<file path="config.mk">
export PLATFORM = sky130hd
export DESIGN_NAME = stream_find_replace_core_flat
export DESIGN_NICKNAME = d
export VERILOG_FILES = /design/src/sfr_pkg.sv /design/src/sfr_stream_if.sv /design/src/stream_find_replace_core.sv /design/src/sfr_window_cell.sv /design/src/sfr_out_cell.sv /design/src/flat_wrapper.sv
export SDC_FILE = /design/constraint.sdc
export NUM_CORES = 1
export LEC_CHECK = 0
export BUFFER_PORTS_ARGS = -buffer_cell sky130_fd_sc_hd__buf_2
export CAP_MARGIN = 20
export CELL_PAD_IN_SITES_DETAIL_PLACEMENT = 0
export CELL_PAD_IN_SITES_GLOBAL_PLACEMENT = 1
export CORE_MARGIN = 8
export CORE_UTILIZATION = 47
export CTS_BUF_LIST = sky130_fd_sc_hd__clkbuf_4 sky130_fd_sc_hd__clkbuf_8
export DETAILED_ROUTE_END_ITERATION = 16
export PLACE_DENSITY = 0.8
export SETUP_SLACK_MARGIN = 0.1
export SLEW_MARGIN = 0
export SYNTH_ARGS = -nofsm -noshare
export SYNTH_HDL_FRONTEND = slang
export SYNTH_SLANG_ARGS = --single-unit
</file>
<file path="constraint.sdc">
create_clock -name clk -period 5.4 [get_ports clk]
set_clock_uncertainty 0.05 [all_clocks]
set_input_delay 0.54 -clock clk [delete_from_list [all_inputs] [get_ports clk]]
set_output_delay 0.54 -clock clk [all_outputs]
set_load 0.02 [all_outputs]
</file>
<file path="src/sfr_pkg.sv">
// ----------------------------------------------------------------------------
// sfr_pkg
// Shared widths, register indexes and payload types of the streaming
// find-and-replace block.
// ----------------------------------------------------------------------------
package sfr_pkg;

  localparam int CHAR_W      = 8;
  localparam int CFG_DATA_W  = 64;
  localparam int CFG_INDEX_W = 3;
  localparam int LEN_W       = 4;
  localparam int OFFSET_W    = 16;

  // Configuration register indexes.
  localparam logic [CFG_INDEX_W-1:0] REG_PATTERN_BYTES      = 3'd0;
  localparam logic [CFG_INDEX_W-1:0] REG_PATTERN_LENGTH     = 3'd1;
  localparam logic [CFG_INDEX_W-1:0] REG_REPLACEMENT_BYTES  = 3'd2;
  localparam logic [CFG_INDEX_W-1:0] REG_REPLACEMENT_LENGTH = 3'd3;
  localparam logic [CFG_INDEX_W-1:0] REG_START_OFFSET       = 3'd4;

  // Input item: one text byte.
  typedef struct packed {
    logic [CHAR_W-1:0] char_in;
    logic              last_in;
  } in_item_t;

  // Result item: one output byte or a bare end marker.
  typedef struct packed {
    logic [CHAR_W-1:0] char_out;
    logic              has_char;
    logic              last_of_run;
    logic              end_of_text;
  } out_item_t;

  // Control shared by all window cells.
  typedef struct packed {
    logic update;
    logic shift;
  } window_ctrl_t;

  // Control shared by all result buffer cells.
  typedef struct packed {
    logic load;
    logic shift;
  } burst_ctrl_t;

endpackage

</file>
<file path="src/sfr_stream_if.sv">
// ----------------------------------------------------------------------------
// sfr_stream_if
// Valid/ready stream channel carrying one payload item per transfer.
// ----------------------------------------------------------------------------
interface sfr_stream_if #(
  parameter type data_t = logic
) ();

  logic  valid;
  logic  ready;
  data_t data;

  modport source (output valid, output data, input ready);
  modport sink   (input valid, input data, output ready);

endinterface

</file>
<file path="src/stream_find_replace_core.sv">
// ----------------------------------------------------------------------------
// stream_find_replace_core
// Streaming substring replacement: replaces every leftmost, non-overlapping
// occurrence of the configured pattern by the configured replacement.
// ----------------------------------------------------------------------------
// Each item passes the input stage register and is then loaded into the
// result buffer. Throughput: one item per cycle while each item gives at
// most one result and the output is ready; an item with several results
// holds the result buffer until all of them have transferred.
// Reset: synchronous; clears the window fill, the offset counter, the buffer
// and the registers to their defaults. The window bytes are not cleared.
module stream_find_replace_core
  import sfr_pkg::*;
#(
  parameter int MAX_PATTERN     = 8,
  parameter int MAX_REPLACEMENT = 8
) (
  input  logic                   clk,
  input  logic                   rst,
  input  logic                   cfg_wr_en,
  input  logic [CFG_INDEX_W-1:0] cfg_index,
  input  logic [CFG_DATA_W-1:0]  cfg_data,
  sfr_stream_if.sink             in_stream,
  sfr_stream_if.source           out_stream
);

  localparam int COUNT_W = $clog2(MAX_PATTERN + 1);
  localparam int BURST   = (MAX_PATTERN > MAX_REPLACEMENT) ? MAX_PATTERN : MAX_REPLACEMENT;
  localparam int BCW     = $clog2(BURST + 1);
  localparam logic [LEN_W-1:0] MAX_PLEN = LEN_W'(MAX_PATTERN);
  localparam logic [LEN_W-1:0] MAX_RLEN = LEN_W'(MAX_REPLACEMENT);

  // Configuration registers.
  logic [CFG_DATA_W-1:0] pattern_bytes;
  logic [LEN_W-1:0]      pattern_length;
  logic [CFG_DATA_W-1:0] replacement_bytes;
  logic [LEN_W-1:0]      replacement_length;
  logic [OFFSET_W-1:0]   start_offset;

  always_ff @(posedge clk) begin
    if (rst) begin
      pattern_bytes      <= '0;
      pattern_length     <= LEN_W'(1);
      replacement_bytes  <= '0;
      replacement_length <= '0;
      start_offset       <= '0;
    end else if (cfg_wr_en) begin
      unique case (cfg_index)
        REG_PATTERN_BYTES:      pattern_bytes      <= cfg_data;
        REG_PATTERN_LENGTH:     pattern_length     <= cfg_data[LEN_W-1:0];
        REG_REPLACEMENT_BYTES:  replacement_bytes  <= cfg_data;
        REG_REPLACEMENT_LENGTH: replacement_length <= cfg_data[LEN_W-1:0];
        REG_START_OFFSET:       start_offset       <= cfg_data[OFFSET_W-1:0];
        default: ;
      endcase
    end
  end

  // Input stage register.
  logic     stage_valid;
  in_item_t stage_item;
  logic     advance;
  logic     out_xfer;
  logic [BCW-1:0] bcount;

  assign out_xfer        = out_stream.valid && out_stream.ready;
  assign advance         = stage_valid &&
                           ((bcount == '0) || ((bcount == BCW'(1)) && out_stream.ready));
  assign in_stream.ready = !stage_valid || advance;

  always_ff @(posedge clk) begin
    if (rst) begin
      stage_valid <= 1'b0;
    end else if (in_stream.ready) begin
      stage_valid <= in_stream.valid;
    end
  end

  always_ff @(posedge clk) begin
    if (in_stream.ready && in_stream.valid) begin
      stage_item <= in_stream.data;
    end
  end

  // Effective lengths saturate at the hardware limits.
  logic [LEN_W-1:0] plen;
  logic [LEN_W-1:0] rlen;
  assign plen = (pattern_length > MAX_PLEN) ? MAX_PLEN : pattern_length;
  assign rlen = (replacement_length > MAX_RLEN) ? MAX_RLEN : replacement_length;

  // Window state and match decision.
  logic [COUNT_W-1:0]  wcount;
  logic [COUNT_W-1:0]  cnt_next;
  logic [LEN_W-1:0]    cnt_next_ext;
  logic [OFFSET_W-1:0] bytes_seen;
  logic                enabled;
  logic                all_equal;
  logic                matched;
  logic                pop;
  logic [MAX_PATTERN-1:0] eq_vec;
  logic [MAX_PATTERN-1:0] cmp_vec;
  logic [CHAR_W-1:0]   wbyte [MAX_PATTERN];
  logic [CHAR_W-1:0]   wcur  [MAX_PATTERN];
  window_ctrl_t        wctrl;

  assign cnt_next     = wcount + COUNT_W'(1);
  assign cnt_next_ext = LEN_W'(cnt_next);
  assign enabled      = (bytes_seen >= start_offset) && (plen != '0);
  assign all_equal    = &(eq_vec | ~cmp_vec);
  assign matched      = enabled && (cnt_next_ext == plen) && all_equal;
  assign pop          = !enabled || (cnt_next_ext > plen) ||
                        ((cnt_next_ext == plen) && !all_equal);

  assign wctrl.update = advance;
  assign wctrl.shift  = pop;

  // Row of window cells, oldest byte in cell zero.
  for (genvar k = 0; k < MAX_PATTERN; k++) begin : g_window
    logic [CHAR_W-1:0] nbr;
    if (k == MAX_PATTERN - 1) begin : g_top
      assign nbr = wbyte[k];
    end else begin : g_mid
      assign nbr = wbyte[k+1];
    end
    assign cmp_vec[k] = (LEN_W'(k) < plen);

    sfr_window_cell #(
      .INDEX   (k),
      .COUNT_W (COUNT_W)
    ) u_cell (
      .clk          (clk),
      .ctrl         (wctrl),
      .count        (wcount),
      .new_byte     (stage_item.char_in),
      .next_byte    (nbr),
      .pattern_byte (pattern_bytes[CHAR_W*k +: CHAR_W]),
      .cell_byte    (wbyte[k]),
      .cur_byte     (wcur[k]),
      .equal        (eq_vec[k])
    );
  end

  // Window fill and offset counter update on each processed item.
  always_ff @(posedge clk) begin
    if (rst) begin
      wcount     <= '0;
      bytes_seen <= '0;
    end else if (advance) begin
      if (stage_item.last_in) begin
        bytes_seen <= '0;
      end else if (bytes_seen < start_offset) begin
        bytes_seen <= bytes_seen + OFFSET_W'(1);
      end
      priority if (matched || stage_item.last_in) begin
        wcount <= '0;
      end else if (pop) begin
        wcount <= wcount;
      end else begin
        wcount <= cnt_next;
      end
    end
  end

  // Results of the item: the replacement, window bytes from the oldest, or a bare end marker.
  logic           bare_next;
  logic [BCW-1:0] load_count;

  assign bare_next = matched && stage_item.last_in && (rlen == '0);

  always_comb begin
    priority if (bare_next) begin
      load_count = BCW'(1);
    end else if (matched) begin
      load_count = BCW'(rlen);
    end else if (stage_item.last_in) begin
      load_count = BCW'(cnt_next);
    end else if (pop) begin
      load_count = BCW'(1);
    end else begin
      load_count = '0;
    end
  end

  // Result buffer: row of cells shifting toward the output slot.
  logic        bare;
  logic        eot;
  burst_ctrl_t bctrl;
  logic [CHAR_W-1:0] bbyte [BURST];

  assign bctrl.load  = advance;
  assign bctrl.shift = out_xfer && !advance;

  for (genvar k = 0; k < BURST; k++) begin : g_burst
    logic [CHAR_W-1:0] rep_byte;
    logic [CHAR_W-1:0] win_byte;
    logic [CHAR_W-1:0] nbr;
    if (k < MAX_REPLACEMENT) begin : g_rep
      assign rep_byte = replacement_bytes[CHAR_W*k +: CHAR_W];
    end else begin : g_norep
      assign rep_byte = '0;
    end
    if (k < MAX_PATTERN) begin : g_win
      assign win_byte = wcur[k];
    end else begin : g_nowin
      assign win_byte = '0;
    end
    if (k == BURST - 1) begin : g_top
      assign nbr = bbyte[k];
    end else begin : g_mid
      assign nbr = bbyte[k+1];
    end

    sfr_out_cell u_cell (
      .clk       (clk),
      .ctrl      (bctrl),
      .load_byte (matched ? rep_byte : win_byte),
      .next_byte (nbr),
      .cell_byte (bbyte[k])
    );
  end

  always_ff @(posedge clk) begin
    if (rst) begin
      bcount <= '0;
    end else if (advance) begin
      bcount <= load_count;
    end else if (out_xfer) begin
      bcount <= bcount - BCW'(1);
    end
  end

  always_ff @(posedge clk) begin
    if (advance) begin
      bare <= bare_next;
      eot  <= stage_item.last_in;
    end
  end

  // Output slot is cell zero of the buffer.
  assign out_stream.valid            = (bcount != '0);
  assign out_stream.data.char_out    = bare ? '0 : bbyte[0];
  assign out_stream.data.has_char    = !bare;
  assign out_stream.data.last_of_run = (bcount == BCW'(1));
  assign out_stream.data.end_of_text = (bcount == BCW'(1)) && eot;

endmodule

</file>
<file path="src/sfr_window_cell.sv">
// ----------------------------------------------------------------------------
// sfr_window_cell
// One byte position of the delay window. It shows the byte that the position
// holds once the incoming byte is added, compares it with its pattern byte,
// and either keeps that byte or takes the one of its upper neighbor.
// ----------------------------------------------------------------------------
module sfr_window_cell
  import sfr_pkg::*;
#(
  parameter int INDEX   = 0,
  parameter int COUNT_W = 4
) (
  input  logic               clk,
  input  window_ctrl_t       ctrl,
  input  logic [COUNT_W-1:0] count,
  input  logic [CHAR_W-1:0]  new_byte,
  input  logic [CHAR_W-1:0]  next_byte,
  input  logic [CHAR_W-1:0]  pattern_byte,
  output logic [CHAR_W-1:0]  cell_byte,
  output logic [CHAR_W-1:0]  cur_byte,
  output logic               equal
);

  logic              sel_this;
  logic              sel_next;
  logic [CHAR_W-1:0] cell_byte_next;

  // The incoming byte lands at the position equal to the current fill.
  assign sel_this = (count == COUNT_W'(INDEX));
  assign sel_next = (count == COUNT_W'(INDEX + 1));

  // Window content with the incoming byte in place, and its pattern compare.
  assign cur_byte = sel_this ? new_byte : cell_byte;
  assign equal    = (cur_byte == pattern_byte);

  // On a shift the cell takes its neighbor's view of the extended window.
  always_comb begin
    if (ctrl.shift) begin
      cell_byte_next = sel_next ? new_byte : next_byte;
    end else begin
      cell_byte_next = cur_byte;
    end
  end

  always_ff @(posedge clk) begin
    if (ctrl.update) begin
      cell_byte <= cell_byte_next;
    end
  end

endmodule

</file>
<file path="src/sfr_out_cell.sv">
// ----------------------------------------------------------------------------
// sfr_out_cell
// One slot of the result buffer. It is loaded in parallel with the results
// of one item and moves toward the output slot on every output transfer without a load.
// ----------------------------------------------------------------------------
module sfr_out_cell
  import sfr_pkg::*;
(
  input  logic              clk,
  input  burst_ctrl_t       ctrl,
  input  logic [CHAR_W-1:0] load_byte,
  input  logic [CHAR_W-1:0] next_byte,
  output logic [CHAR_W-1:0] cell_byte
);

  // Parallel load wins over the shift toward the output.
  always_ff @(posedge clk) begin
    if (ctrl.load) begin
      cell_byte <= load_byte;
    end else if (ctrl.shift) begin
      cell_byte <= next_byte;
    end
  end

endmodule

</file>
<file path="src/flat_wrapper.sv">
// flat-port wrapper written by rule: the top's interface ports become plain ports
module stream_find_replace_core_flat import sfr_pkg::*;
#(
  parameter int MAX_PATTERN     = 8,
  parameter int MAX_REPLACEMENT = 8
)
  (clk, rst, cfg_wr_en, cfg_index, cfg_data, in_stream_valid, in_stream_data, in_stream_ready, out_stream_valid, out_stream_data, out_stream_ready);
  sfr_stream_if #(.data_t(in_item_t)) in_stream_i ();
  sfr_stream_if #(.data_t(out_item_t)) out_stream_i ();
  input  logic clk;
  input  logic rst;
  input  logic cfg_wr_en;
  input  logic [CFG_INDEX_W-1:0] cfg_index;
  input  logic [CFG_DATA_W-1:0] cfg_data;
  input wire logic [$bits(in_stream_i.valid)-1:0] in_stream_valid;
  input wire logic [$bits(in_stream_i.data)-1:0] in_stream_data;
  output wire logic [$bits(in_stream_i.ready)-1:0] in_stream_ready;
  output wire logic [$bits(out_stream_i.valid)-1:0] out_stream_valid;
  output wire logic [$bits(out_stream_i.data)-1:0] out_stream_data;
  input wire logic [$bits(out_stream_i.ready)-1:0] out_stream_ready;
  assign in_stream_i.valid = in_stream_valid;
  assign in_stream_i.data = in_stream_data;
  assign in_stream_ready = in_stream_i.ready;
  assign out_stream_valid = out_stream_i.valid;
  assign out_stream_data = out_stream_i.data;
  assign out_stream_i.ready = out_stream_ready;
  stream_find_replace_core #(.MAX_PATTERN(MAX_PATTERN), .MAX_REPLACEMENT(MAX_REPLACEMENT)) u_core (.clk(clk), .rst(rst), .cfg_wr_en(cfg_wr_en), .cfg_index(cfg_index), .cfg_data(cfg_data), .in_stream(in_stream_i), .out_stream(out_stream_i));
endmodule
</file>
==> Yosys cells after proc, flatten, opt, wreduce, memory -nomap -nowiden <==
Cells that the tools add are included.
{ "op_classes": {"n_bitwise": 2, "n_reduce_logical": 40, "muxes": 52, "eq_ne": 24, "n_lt_le_gt_ge": 13, "n_addsub": 3} }
{ "ops": {"columns": ["operator", "count"], "rows": [
  ["$mux 8", 40],
  ["$eq 8x8->1", 8],
  ["$mux 4", 9],
  ["$mux 16", 2],
  ["$add 16x1->16 const B", 1],
  ["$eq 4x3->1 const B", 4],
  ["$ge 16x16->1", 1],
  ["$lt 16x16->1", 1],
  ["$lt 3x4->1 const A", 4],
  ["$reduce_and 2->1", 8],
  ["$logic_and 1x1->1", 12],
  ["$logic_not 4->1", 3],
  ["$eq 4x1->1 const B", 2],
  ["$eq 4x2->1 const B", 2],
  ["$gt 4x4->1 const B", 2],
  ["$lt 1x4->1 const A", 2],
  ["$lt 2x4->1 const A", 2],
  ["$not 8->8", 1],
  ["$or 8x8->8", 1],
  ["$reduce_and 8->1", 1],
  ["$reduce_bool 4->1", 2],
  ["$eq 3x2->1 const B", 2],
  ["$reduce_bool 2->1", 3],
  ["$logic_not 1->1", 5],
  ["other kinds (11)", 16]
]} }
{ "totals": {"regBits": 316, "word_cells": 163, "out_inout_bits": 13, "input_bits": 81} }

==> Depth between registers and ports, before layout <==
{ "depth": {"ltp_word": 14, "ltp_mapped": 16, "depth_no_buf": 11} }

==> Cells and area by module <==
From an unflattened synthesis, not the netlist that was laid out.
{ "hier_totals": {"hier_cells": 1755, "area_unflattened_um2": 17275.3} }
{ "by_module_without_submodules": {"columns": ["module", "n_inst", "area_per_inst_um2", "cells_each", "seq_area_each_um2"], "rows": [
  ["stream_find_replace_core", 1, 8373.0, 1011, 3873.7],
  ["sfr_out_cell", 8, 377.9, 18, 240.2],
  ["sfr_window_cell at u_core.g_window[5].u_cell", 1, 747.0, 74, 240.2],
  ["sfr_window_cell at u_core.g_window[7].u_cell", 1, 744.5, 73, 240.2],
  ["sfr_window_cell at u_core.g_window[3].u_cell", 1, 743.2, 74, 240.2],
  ["sfr_window_cell at u_core.g_window[6].u_cell", 1, 740.7, 73, 240.2],
  ["sfr_window_cell at u_core.g_window[4].u_cell", 1, 734.5, 73, 240.2],
  ["sfr_window_cell at u_core.g_window[1].u_cell", 1, 729.4, 74, 240.2],
  ["sfr_window_cell at u_core.g_window[2].u_cell", 1, 728.2, 80, 240.2],
  ["sfr_window_cell at u_core.g_window[0].u_cell", 1, 711.9, 79, 240.2]
]} }

==> Worst setup path after synthesis <==
Ideal clock, no wire load.
{ "synth_path": {"kind": "register to register", "startpoint": "register u_core.wcount[0]", "endpoint": "register u_core.g_window[7].u_cell.cell_byte[0], enable pin", "setup_ps": 378, "path_buffers": 4, "path_stages_with_launch": 15, "t_arrival_ps": 3667, "required_ps": 4972, "synth_period_minus_slack_ps": 4095, "path_slack_ps": 1305, "cell_sequence": "dfxtp_1 > ha_1 > nor3b_1 > buf_2 > mux2i_1 > o22ai_1 > nor2_1 > nand4_1 > o32ai_1 > nand3_1 > or2_1 > clkbuf_1 > buf_4 > clkbuf_1 > a31oi_1"} }
{ "synth_via": {"elab_chain_len": 10, "word_cells_on_any_way": 36, "classes_between": "add/sub: 1; order compare: 1; eq/ne: 18; mux: 8; bitwise: 1; reduce/logical: 7"} }
{ "synth_lines": {"columns": ["element", "line_no", "rtl"], "rows": [
  ["from (decl)", "stream_find_replace_core.sv:92", "logic [COUNT_W-1:0] wcount;"],
  ["from (signal assigned)", "stream_find_replace_core.sv:157", "wcount <= wcount;"],
  ["from (signal assigned)", "stream_find_replace_core.sv:159", "wcount <= cnt_next;"],
  ["$eq 4x1->1, or another cell as far along", "sfr_window_cell.sv:29", "assign sel_this = (count == COUNT_W'(INDEX));"],
  ["$mux 8", "sfr_window_cell.sv:33", "assign cur_byte = sel_this ? new_byte : cell_byte;"],
  ["$eq 8x8->1", "sfr_window_cell.sv:34", "assign equal = (cur_byte == pattern_byte);"],
  ["$or 8x8->8", "stream_find_replace_core.sv:109", "assign all_equal = &(eq_vec | ~cmp_vec);"],
  ["$reduce_and 8->1", "stream_find_replace_core.sv:109", null],
  ["$logic_not 1->1", "stream_find_replace_core.sv:112", "((cnt_next_ext == plen) && !all_equal);"],
  ["$logic_and 1x1->1", "stream_find_replace_core.sv:112", null],
  ["$logic_or 1x1->1", "stream_find_replace_core.sv:111", "assign pop = !enabled || (cnt_next_ext > plen) ||"],
  ["$ne 2x2->1 (no source line) (*)", null, null],
  ["$reduce_and 2->1 (no source line) (*)", null, null],
  ["to (signal assigned)", "sfr_window_cell.sv:47", "cell_byte <= cell_byte_next;"],
  ["to (decl)", "sfr_window_cell.sv:19", "output logic [CHAR_W-1:0] cell_byte,"]
]} }
Every way passes the cells marked *; elsewhere a longest branch is shown, timed or not.
A chain may end at the register's enable or synchronous reset.

==> Worst setup path after layout <==
{ "layout_path": {"startpoint": "register u_core.wcount[2]", "endpoint": "register u_core.g_window[7].u_cell.cell_byte[1] (data pin)"} }
{ "layout_via": {"elab_chain_len": 9, "word_cells_on_any_way": 34, "classes_between": "add/sub: 1; order compare: 1; eq/ne: 16; mux: 9; bitwise: 1; reduce/logical: 6"} }
{ "layout_lines": {"columns": ["element", "line_no", "rtl"], "rows": [
  ["$eq 4x1->1, or another cell as far along", "sfr_window_cell.sv:29", null],
  ["$mux 8", "sfr_window_cell.sv:33", null],
  ["$eq 8x8->1", "sfr_window_cell.sv:34", null],
  ["$or 8x8->8", "stream_find_replace_core.sv:109", null],
  ["$reduce_and 8->1", "stream_find_replace_core.sv:109", null],
  ["$logic_not 1->1", "stream_find_replace_core.sv:112", null],
  ["$logic_and 1x1->1", "stream_find_replace_core.sv:112", null],
  ["$logic_or 1x1->1", "stream_find_replace_core.sv:111", null],
  ["$mux 8 (*)", "sfr_window_cell.sv:38", "if (ctrl.shift) begin"],
  ["net u_core.g_window[7].u_cell.cell_byte_next[1]", "sfr_window_cell.sv:26", "logic [CHAR_W-1:0] cell_byte_next;"]
]} }
Mark *: on every way through the listed nets, which the timed path passes. The rest lies on a longest branch.

==> results.json <==
{
  "hold_path.class": "input port to flop",
  "detail_route.first_pass.iterations": 6,
  "timing_worst_setup_path_type": "flop to flop",
  "clk_path_buf_depth": 3,
  "insertion_delay_ps": 600,
  "grt_util_all_layers_pct": 22.64,
  "worst_hold_path_startpoint": "in_stream_data[7]",
  "cp_cell_sequence": "nand3b_1, mux2i_1, o221a_2, o21ai_0, or4_1, o31ai_1, a41oi_1, nor3b_4, mux2_2",
  "cts-buffers-inserted": 54,
  "synthSimpleGateAreaFrac_pct": 19.67,
  "grt_first_pass_wirelength_um": 74150,
  "grt_setup_unrepaired": "no",
  "antenna_violations_before_repair": 0,
  "clk_pin_slew_worst_paths_ps": 70,
  "transition_time_at_the_pin_with_the_least_slew_margin_ps": 1031,
  "die_width_um": 200.5,
  "antenna_left": 0,
  "worst_slew_margin_rel_pct": 31.29,
  "synth_cell_types": 68,
  "maximum_number_of_pins_on_one_net_before_global_route_repair": 93,
  "detailedPlacementHpwl_um": 31940,
  "crit_slowest_cell": "sky130_fd_sc_hd__dfxtp_1",
  "grt_overflow_total": 0,
  "start_util_pct": 47.69,
  "post_synth_edffs": 139,
  "syn_nets": 1878,
  "cts_root_buffer": "sky130_fd_sc_hd__clkbuf_8",
  "clock_tree_from_tritoncts": "yes",
  "power_per_cell_area_mw_per_mm2": 432.5,
  "cp_slowest_stage_delay_ps": 660,
  "detail_route.drc_violations": 0,
  "synth.ff_latch_count": 316,
  "grt_pass1_vias": 12995,
  "synthDominantCellAreaShare_pct": 26.10,
  "cell_accounting_for_the_most_synthesized_area": "sky130_fd_sc_hd__edfxtp_1",
  "final_area_mm2": 0.01811,
  "synthCells": 1769,
  "core-area_mm2": 0.03353,
  "place.port_buffers": 93,
  "worst-path-max-fanout": 14,
  "share_of_synthesized_area_spent_on_multiplexers_pct": 8.137,
  "min_delay_worst_endpoint": "u_core.stage_item[7]",
  "max_freq_ghz": 0.2064,
  "async_reset_ff_share_pct": 0,
  "capture_instance_of_the_worst_register_to_register_path": "u_core.g_window[7].u_cell.cell_byte[1]",
  "routed_wire_length_per_instance_um": 20.23,
  "placement.cell_area_mm2": 0.01691,
  "synth_area_leaders": "sky130_fd_sc_hd__edfxtp_1 26%, sky130_fd_sc_hd__dfxtp_1 22%, sky130_fd_sc_hd__nand2_1 8.9%, sky130_fd_sc_hd__mux2i_1 7.6%, sky130_fd_sc_hd__a21oi_1 5.6%",
  "mean_instance_size_in_the_synthesized_netlist_um2": 9.040,
  "ys_seq_area_share_pct": 48.26,
  "reg2reg_slack_ps": 560,
  "cts_htree_levels": 2,
  "synth_compound_area_share_pct": 14.28,
  "gpl.final_weighted_congestion": 0.9043,
  "p_leak_uw": 0.006403,
  "whs_path_depth": 1,
  "worstPathBufferInverterCount": 0,
  "yosys_warnings": 0,
  "dominant_combinational_cell_family_by_area_after_synthesis": "simple AND/OR/NAND/NOR gates",
  "setup.worst_path.end_class": "flop",
  "critical_path.startpoint_type": "flop",
  "worst_ep_arrival_time_ps": 5130,
  "share_of_synthesized_cell_area_in_full_adder_half_adder_and_majority_cells_pct": 2.191,
  "peakVddDrop_v": 0.0002021,
  "synth.most_common_cell": "sky130_fd_sc_hd__nand2_1",
  "dieArea_mm2": 0.04018,
  "timing.final.setup_violations": 0,
  "insertedDiodeCount": 0,
  "chipHeight_um": 200.5,
  "layout_cells_sized_above_1_pct": 14.32,
  "routed-via-count": 13423,
  "netlist_top_cells_count": "380 x sky130_fd_sc_hd__nand2_1, 180 x sky130_fd_sc_hd__a21oi_1, 177 x sky130_fd_sc_hd__dfxtp_1",
  "flow.area_growth_from_synthesis_pct": 13.25,
  "synth-main-ff-cell": "sky130_fd_sc_hd__dfxtp_1",
  "route.detailed.vias_per_inst": 5.751,
  "number_of_max_slew_violations_in_the_final_report": 0,
  "num_rows": 67,
  "finish.net_count": 1952,
  "cp.required_ps": 5680,
  "timing.rr.start": "u_core.wcount[2]",
  "design.portCount": 94,
  "cpLargestDelayFamily": "simple AND/OR/NAND/NOR gates",
  "final_critical_period_ps": 4844,
  "final.period_utilization_pct": 89.71,
  "r2r_cells": 9,
  "drt_iter0_drc": 1030,
  "count_of_endpoints_failing_hold_in_the_final_timing_report": 0,
  "maxCapViolations": 0,
  "routed_wirelength_um": 47230,
  "status": "completed",
  "synth-xor-area-share_pct": 2.574,
  "syn_std_cell_area_mm2": 0.01599,
  "cts.sinks": 316,
  "tns_ps": 0
}
logic make-up after synthesis:
| kind of cell | count (synthesis) |
|---|---|
| compound gates | 351 |
| xor+xnor | 47 |
| fa+ha+maj | 28 |
| buf+inv | 191 |
| flops | 316 |
| mux | 129 |
| simple gates | 707 |
worst register-to-register path: stages, from the launching register on:
cell and delay, ps:
sky130_fd_sc_hd__dfxtp_1 660, sky130_fd_sc_hd__nand3b_1 580, sky130_fd_sc_hd__mux2i_1 470, sky130_fd_sc_hd__o221a_2 240, sky130_fd_sc_hd__o21ai_0 150, sky130_fd_sc_hd__or4_1 610
sky130_fd_sc_hd__o31ai_1 440, sky130_fd_sc_hd__a41oi_1 450, sky130_fd_sc_hd__nor3b_4 540, sky130_fd_sc_hd__mux2_2 400
power breakdown:
part	switching, µW	internal, µW	total, µW
Combinational	1310	839	2140
Sequential	278	3160	3440
Clock	971	1280	2250
Total	2550	5280	7830
worst max-delay path by stage:
stage	startpoint	endpoint	slack, ps	depth (start not counted)
6_report	u_core.wcount[2]	u_core.g_window[7].u_cell.cell_byte[1]	560	9
2_1_floorplan	u_core.wcount[0]	u_core.g_window[7].u_cell.cell_byte[0]	1300	14
4_1_cts	u_core.wcount[0]	u_core.g_window[1].u_cell.cell_byte[6]	440	12
5_1_grt	u_core.wcount[0]	u_core.g_window[7].u_cell.cell_byte[1]	160	11
3_3_place_gp	u_core.wcount[0]	u_core.g_window[4].u_cell.cell_byte[2]	620	12
3_5_place_dp	u_core.wcount[0]	u_core.g_window[1].u_cell.cell_byte[6]	460	12
what timing repair did:
item | 4_1_cts | 5_1_grt
buffers inserted | 0 | 5
setup endpoints to repair | 0 | 1
resized for setup | 0 | 0
hold buffers | 0 | 0
layout by cell type, fill, tap and decap left out, types with 27 or more instances in the layout:
cell type and count:
sky130_fd_sc_hd__nand2_1 378, sky130_fd_sc_hd__a21oi_1 180, sky130_fd_sc_hd__dfxtp_1 177, sky130_fd_sc_hd__edfxtp_1 139
sky130_fd_sc_hd__mux2i_1 121, sky130_fd_sc_hd__nor2_1 110, sky130_fd_sc_hd__buf_2 92, sky130_fd_sc_hd__nor3_1 85
sky130_fd_sc_hd__clkbuf_8 65, sky130_fd_sc_hd__inv_1 64, sky130_fd_sc_hd__a221o_1 56, sky130_fd_sc_hd__buf_4 47
sky130_fd_sc_hd__o22ai_1 31, sky130_fd_sc_hd__ha_1 28, sky130_fd_sc_hd__clkbuf_4 28, sky130_fd_sc_hd__xnor2_1 27
metal layers:
metal | part of all wire, % | vias to the layer above | GRT usage (%)
li1 | - | 6445 | -
met1 | 45 | 6489 | 30.27
met2 | 47 | 406 | 37.04
met3 | 5.2 | 83 | 3.647
met4 | 2.7 | 0 | 7.438
met5 | 0 | - | 0
per-stage QoR:
step                setup WS (ps)  util [%]  instances  power, µW  hold slack, ps
finish                      555.6     54.01       2334       7832           61.45
global route                160.8     54.01       2334       8194           29.69
CTS                         437.7     53.84       2328       7834           24.08
detailed placement          458.2     50.43       2229       5575           396.8
global placement            619.9     50.43       2229       5526           393.5
floorplan                    1305         -       1769       4853           386.3
cell type report:
cell class	instances	area, µm²
clock buffers	93	1105
clock inverters	6	37.54
fillers	3165	15420
inverters	66	250.2
multi-input cells	1262	7546
flip-flops and latches	316	7717
well taps	448	560.5
repair buffers	143	893.4
state kept, by name, indices dropped and copies added, names as in the netlist, 9 cells and up:
register,count
u_core.pattern_bytes,64
u_core.g_burst.u_cell.cell_byte,64
u_core.bytes_seen,16
u_core.replacement_bytes,64
u_core.stage_item,9
u_core.g_window.u_cell.cell_byte,64
u_core.start_offset,16
Power figures use the tool's default switching activity.
